$ cat src/rtl/core/odo_pkg.sv
// ----------------------------------------------------------------------------
// odo_pkg
// Shared types, constants and the CORDIC arctangent table for the
// differential-drive odometry block.
// ----------------------------------------------------------------------------
package odo_pkg;

    localparam int FRAC_BITS    = 16;
    localparam int CORDIC_STEPS = 24;
    localparam int ITER_W       = 5;
    localparam int DIV_NUM_W    = 58;
    localparam int DIV_DEN_W    = 24;
    localparam int DIV_CNT_W    = 6;
    localparam int NUM_LANES    = 4;

    // divider lanes
    localparam int LANE_VX    = 0;
    localparam int LANE_VY    = 1;
    localparam int LANE_SPEED = 2;
    localparam int LANE_TURN  = 3;

    localparam logic signed [33:0] INV_GAIN_Q30 = 34'sd652032875;
    localparam logic signed [33:0] ONE_Q30      = 34'sd1073741824;

    typedef logic [7:0] cfg_idx_t;
    localparam cfg_idx_t CFG_LEFT_MPC  = 8'd0;
    localparam cfg_idx_t CFG_RIGHT_MPC = 8'd1;
    localparam cfg_idx_t CFG_ANGLE_PM  = 8'd2;
    localparam cfg_idx_t CFG_TICKS_PS  = 8'd3;

    typedef enum logic [4:0] {
        OP_NONE,
        OP_LOAD,
        OP_MUL_L,
        OP_MUL_R,
        OP_SUM,
        OP_TH_LO,
        OP_TH_HI,
        OP_C_MID,
        OP_C_ITER,
        OP_C_FIN,
        OP_DX,
        OP_DY,
        OP_HEAD,
        OP_RV0,
        OP_RV1,
        OP_RV2,
        OP_RV3,
        OP_DSTART,
        OP_OUT
    } op_t;

    typedef enum logic [4:0] {
        S_IDLE,
        S_MUL_L,
        S_MUL_R,
        S_SUM,
        S_TH_LO,
        S_TH_HI,
        S_C1_START,
        S_C1_ITER,
        S_C1_FIN,
        S_DX,
        S_DY,
        S_HEAD,
        S_RV0,
        S_RV1,
        S_RV2,
        S_RV3,
        S_DSTART,
        S_C2_ITER,
        S_C2_FIN,
        S_WAIT_DIV,
        S_OUT
    } state_t;

    typedef struct packed {
        op_t               op;
        logic [ITER_W-1:0] iter;
    } odo_cmd_t;

    typedef struct packed {
        logic div_done;
        logic out_free;
    } odo_status_t;

    // atan(2^-i) in binary-angle units
    function automatic logic [31:0] atan_turn(input logic [ITER_W-1:0] i);
        logic [31:0] v;
        case (i)
            5'd0:  v = 32'd536870912;
            5'd1:  v = 32'd316933406;
            5'd2:  v = 32'd167458907;
            5'd3:  v = 32'd85004756;
            5'd4:  v = 32'd42667331;
            5'd5:  v = 32'd21354465;
            5'd6:  v = 32'd10679838;
            5'd7:  v = 32'd5340245;
            5'd8:  v = 32'd2670163;
            5'd9:  v = 32'd1335087;
            5'd10: v = 32'd667544;
            5'd11: v = 32'd333772;
            5'd12: v = 32'd166886;
            5'd13: v = 32'd83443;
            5'd14: v = 32'd41722;
            5'd15: v = 32'd20861;
            5'd16: v = 32'd10430;
            5'd17: v = 32'd5215;
            5'd18: v = 32'd2608;
            5'd19: v = 32'd1304;
            5'd20: v = 32'd652;
            5'd21: v = 32'd326;
            5'd22: v = 32'd163;
            5'd23: v = 32'd81;
            5'd24: v = 32'd41;
            5'd25: v = 32'd20;
            5'd26: v = 32'd10;
            5'd27: v = 32'd5;
            5'd28: v = 32'd3;
            5'd29: v = 32'd1;
            5'd30: v = 32'd1;
            default: v = 32'd0;
        endcase
        return v;
    endfunction

endpackage

$ cat src/rtl/core/odo_ctrl.sv
// ----------------------------------------------------------------------------
// odo_ctrl
// Sequencer for one pose update: issues datapath operations in order and
// counts CORDIC iterations.
// ----------------------------------------------------------------------------
module odo_ctrl (
    input  logic                 clk,
    input  logic                 rst_n,
    input  logic                 in_valid,
    output logic                 in_stall,
    output odo_pkg::odo_cmd_t    cmd,
    input  odo_pkg::odo_status_t status
);
    import odo_pkg::*;

    state_t            state_reg, state_next;
    logic [ITER_W-1:0] cnt_reg, cnt_next;
    logic              cnt_last;

    assign cnt_last = (cnt_reg == ITER_W'(CORDIC_STEPS - 1));

    always_comb
    begin
        state_next = state_reg;
        cnt_next   = cnt_reg;
        unique case (state_reg)
            S_IDLE:     if (in_valid) state_next = S_MUL_L;
            S_MUL_L:    state_next = S_MUL_R;
            S_MUL_R:    state_next = S_SUM;
            S_SUM:      state_next = S_TH_LO;
            S_TH_LO:    state_next = S_TH_HI;
            S_TH_HI:    state_next = S_C1_START;
            S_C1_START:
            begin
                cnt_next   = '0;
                state_next = S_C1_ITER;
            end
            S_C1_ITER:
            begin
                cnt_next = cnt_reg + 1'b1;
                if (cnt_last) state_next = S_C1_FIN;
            end
            S_C1_FIN:   state_next = S_DX;
            S_DX:       state_next = S_DY;
            S_DY:       state_next = S_HEAD;
            S_HEAD:     state_next = S_RV0;
            S_RV0:      state_next = S_RV1;
            S_RV1:      state_next = S_RV2;
            S_RV2:      state_next = S_RV3;
            S_RV3:      state_next = S_DSTART;
            S_DSTART:
            begin
                cnt_next   = '0;
                state_next = S_C2_ITER;
            end
            S_C2_ITER:
            begin
                cnt_next = cnt_reg + 1'b1;
                if (cnt_last) state_next = S_C2_FIN;
            end
            S_C2_FIN:   state_next = S_WAIT_DIV;
            S_WAIT_DIV: if (status.div_done) state_next = S_OUT;
            S_OUT:      if (status.out_free) state_next = S_IDLE;
            default:    state_next = S_IDLE;
        endcase
    end

    always_comb
    begin
        cmd.op   = OP_NONE;
        cmd.iter = cnt_reg;
        in_stall = (state_reg != S_IDLE);
        unique case (state_reg)
            S_IDLE:     if (in_valid) cmd.op = OP_LOAD;
            S_MUL_L:    cmd.op = OP_MUL_L;
            S_MUL_R:    cmd.op = OP_MUL_R;
            S_SUM:      cmd.op = OP_SUM;
            S_TH_LO:    cmd.op = OP_TH_LO;
            S_TH_HI:    cmd.op = OP_TH_HI;
            S_C1_START: cmd.op = OP_C_MID;
            S_C1_ITER:  cmd.op = OP_C_ITER;
            S_C1_FIN:   cmd.op = OP_C_FIN;
            S_DX:       cmd.op = OP_DX;
            S_DY:       cmd.op = OP_DY;
            S_HEAD:     cmd.op = OP_HEAD;
            S_RV0:      cmd.op = OP_RV0;
            S_RV1:      cmd.op = OP_RV1;
            S_RV2:      cmd.op = OP_RV2;
            S_RV3:      cmd.op = OP_RV3;
            S_DSTART:   cmd.op = OP_DSTART;
            S_C2_ITER:  cmd.op = OP_C_ITER;
            S_C2_FIN:   cmd.op = OP_C_FIN;
            S_WAIT_DIV: cmd.op = OP_NONE;
            S_OUT:      if (status.out_free) cmd.op = OP_OUT;
            default:    cmd.op = OP_NONE;
        endcase
    end

    always_ff @(posedge clk or negedge rst_n)
    begin
        if (!rst_n)
        begin
            state_reg <= S_IDLE;
            cnt_reg   <= '0;
        end
        else
        begin
            state_reg <= state_next;
            cnt_reg   <= cnt_next;
        end
    end

endmodule

$ cat config.mk
export PLATFORM = sky130hd
export DESIGN_NAME = odo_ctrl
export DESIGN_NICKNAME = d
export VERILOG_FILES = /design/src/rtl/core/odo_pkg.sv /design/src/rtl/core/odo_ctrl.sv
export SDC_FILE = /design/constraint.sdc
export NUM_CORES = 1
export LEC_CHECK = 0
export BUFFER_PORTS_ARGS = -buffer_cell sky130_fd_sc_hd__clkbuf_2
export CAP_MARGIN = 20
export CORE_MARGIN = 2
export CORE_UTILIZATION = 47
export CTS_CLUSTER_SIZE = 14
export DETAILED_ROUTE_END_ITERATION = 10
export PLACE_DENSITY_LB_ADDON = 0.25
export SYNTH_ARGS = -nofsm -noshare
export SYNTH_HDL_FRONTEND = slang
export SYNTH_SLANG_ARGS = --single-unit
$ cat constraint.sdc
create_clock -name clk -period 1.5 [get_ports clk]
set_input_delay 0.225 -clock clk [delete_from_list [all_inputs] [get_ports clk]]
set_output_delay 0.225 -clock clk [all_outputs]
set_load 0.005 [all_outputs]
==> reports/qor.txt <==
Row cnt - 14
Die Y - 44.1 um
Antenna Cells - 0
Status - finished, violations left
Pre-CTS setup slack - -32.2 ps
Post-Syn Area - 757 um^2
GRT Total Usage - 0.294
CP Launch Type - flop
Final setup fails - 11
Yosys reg bits - 10
Ratio of final minimum period to clock period - 1.16
CTS Sinks - 10
IO buf count - 15
GPL Wtd Cong - 0.872
Crit-path slowest cell - dfrtp_2
Sequential area share after synthesis - 0.331
Worst Setup SP - state_reg[4]$_DFFE_PN0P_
Tot Pwr - 2680 uW
CP Capture Type - output pin
Slew of the pin with the lowest slew margin - 483 ps
Clk buf depth - 2
Final WL - 2530 um
Vias post-DR - 926
Die area - 1950 um^2
Worst EP required - 1270 ps
Die Wd - 44.1 um
Initial antenna violation count - 0
WS Path Type - flop to output pin
Core Util, Final - 0.765
First-pass GRT wire length - 4110 um
Most common flop cell mapped by yosys - dfrtp_1
Unrepaired setup endpoints after global routing - yes
Max IR drop VDD - 0.00107 V
Num CTS Buffers - 3
Global route overflow - 0
Critical path fanouts, max - 4
Post-synth EDFFs - 0
DRC errors left - 0
Crit-path cells - buf_4 > buf_6 > buf_6 > nor3_4 > a21oi_2 > clkbuf_2
Share of layout cells above drive strength 1 - 0.448
Worst Hold Class - input pin to flop
PD cells - 2320 nW/um^2
Initial core utilization - 0.502
Area delta synth->final - 52.2%
FMAX - 0.577 GHz
Vias in the first global route - 879
Synth warnings - 0
Clock skew - 1.74 ps
IO Pins - 16
CTS tree - done
Syn Nets - 102
DR WL/cell - 16.9 um
Failing checks - negative setup slack
Clock Pin Slew Worst Setup and Hold Paths - 70 ps
CP max stage delay - 440 ps
CTS root buf - clkbuf_4
Slew Limit Headroom - 0.675
Fin crit period - 1730 ps
H-Tree Depth - 1
Core area - 1510 um^2
Origin of the critical flop-to-flop path - state_reg[4]$_DFFE_PN0P_
Post-synth ARST share - 1.00
Worst Path Arrival - 1510 ps
Max-cap violations - 0
Largest net degree at the start of global routing - 21
P_leak - 0.000532 uW
Initial DRC count - 52
Hold path start - status[0]
Post-DP HPWL - 1480 um
Most frequent CP cell - buf_6
Fin nets - 141
Worst-Skew Late Latency - 280 ps
Final Max Slew Viols - 0
Mean Syn Cell Area - 7.89 um^2
Via density - 6.17
Antenna-violating nets left - 0
Synth unique cells - 37
Hold Fails Final Rpt - 0
Synth Instances - 96
First-pass iteration count of the detailed router - 4
Setup ws final - -233 ps
-- placed cells by master, fill, tap and decap left out, types with 4 or more instances in the layout --
cell / n
buf_6: 7
dfrtp_1: 7
nand2_1: 8
o21ai_1: 8
nand2b_1: 5
buf_4: 19
clkbuf_2: 14
o21ai_0: 4
-- per-layer routing --
layer,GRT usage,wire length (um),share of wire
met5,0,0,0
met4,0.194,155,0.061
met3,0.0531,149,0.059
met2,0.468,1180,0.46
met1,0.364,1050,0.41
-- metrics by stage --
stage               instance area, um^2  TNS, ps  hold slack (ps)  std cells
detailed placement                  961    -86.2              111        136
global route                       1150    -2320              356        150
floorplan                           771    -25.7            -70.6         96
finish                             1150    -1700              311        150
CTS                                1120     -907              311        147
global placement                    961    -30.7              104        136
-- what timing repair did --
action / in CTS / in global routing
resized for setup: 21 / 6
endpoints found under the setup margin: 9 / 13
hold buffers: 1 / 0
hold endpoints to repair: 10 / 0
setup buffers: 6 / 3
pin swaps: 6 / 4
-- path summary, 6_finish.rpt --
path	end	cells past startpoint	slack [ps]
hold / removal	state_reg[4]$_DFFE_PN0P_	4	310
setup / recovery	cmd[5]	6	-230
min in group asynchronous	state_reg[1]$_DFFE_PN0P_	2	340
max in group asynchronous	state_reg[4]$_DFFE_PN0P_	2	920
setup reg to reg	state_reg[1]$_DFFE_PN0P_	6	-210
hold reg to reg	cnt_reg[4]$_DFFE_PN0P_	1	580
-- kinds of logic (layout without fill, tap and decap cells) --
| group | after synthesis | after routing | share of synthesized area |
|---|---|---|---|
| and+or+nand+nor | 41 | 41 | 0.311 |
| AOI/OAI and AO/OA | 31 | 31 | 0.261 |
| buffers and inverters | 11 | 49 | 0.0578 |
| DFF | 10 | 10 | 0.331 |
| xor gates and xnor gates | 2 | 2 | 0.0231 |
| adders and majority gates | 1 | 1 | 0.0165 |
-- area by class of cell --
cell class	instances	area (um^2)
fillers	103	354
well taps	16	20.0
multi-input cells	75	524
inverters	3	11.3
flip-flops and latches	10	254
clock buffers	4	36.3
repair buffers	42	307
-- power breakdown --
part	switching, uW	internal (uW)	total [uW]
combinational	948	944	1890
clock	114	148	262
sequential	128	395	523
-- cells in the mapped netlist, drive strengths merged (2+ instances only) --
library cell / n / area share
clkbuf: 5 / 0.025
o21ai: 14 / 0.093
nor3: 5 / 0.033
inv: 3 / 0.015
a22o: 3 / 0.035
nand2: 9 / 0.045
o21a: 2 / 0.020
nand3: 2 / 0.013
dfrtp: 10 / 0.33
o31a: 2 / 0.023
buf: 3 / 0.018
a21oi: 4 / 0.026
nand2b: 6 / 0.050
nand3b: 3 / 0.030
or2: 2 / 0.017
nor2: 4 / 0.020
-- worst max-delay path, delay by kind of cell, from the launching register on --
kind	cells	cell delay, ps
buffers and inverters	4	480
flip-flops	1	440
AND/OR/NAND/NOR	1	210
AO/OA/AOI/OAI	1	90
Power figures use the tool's default switching activity.
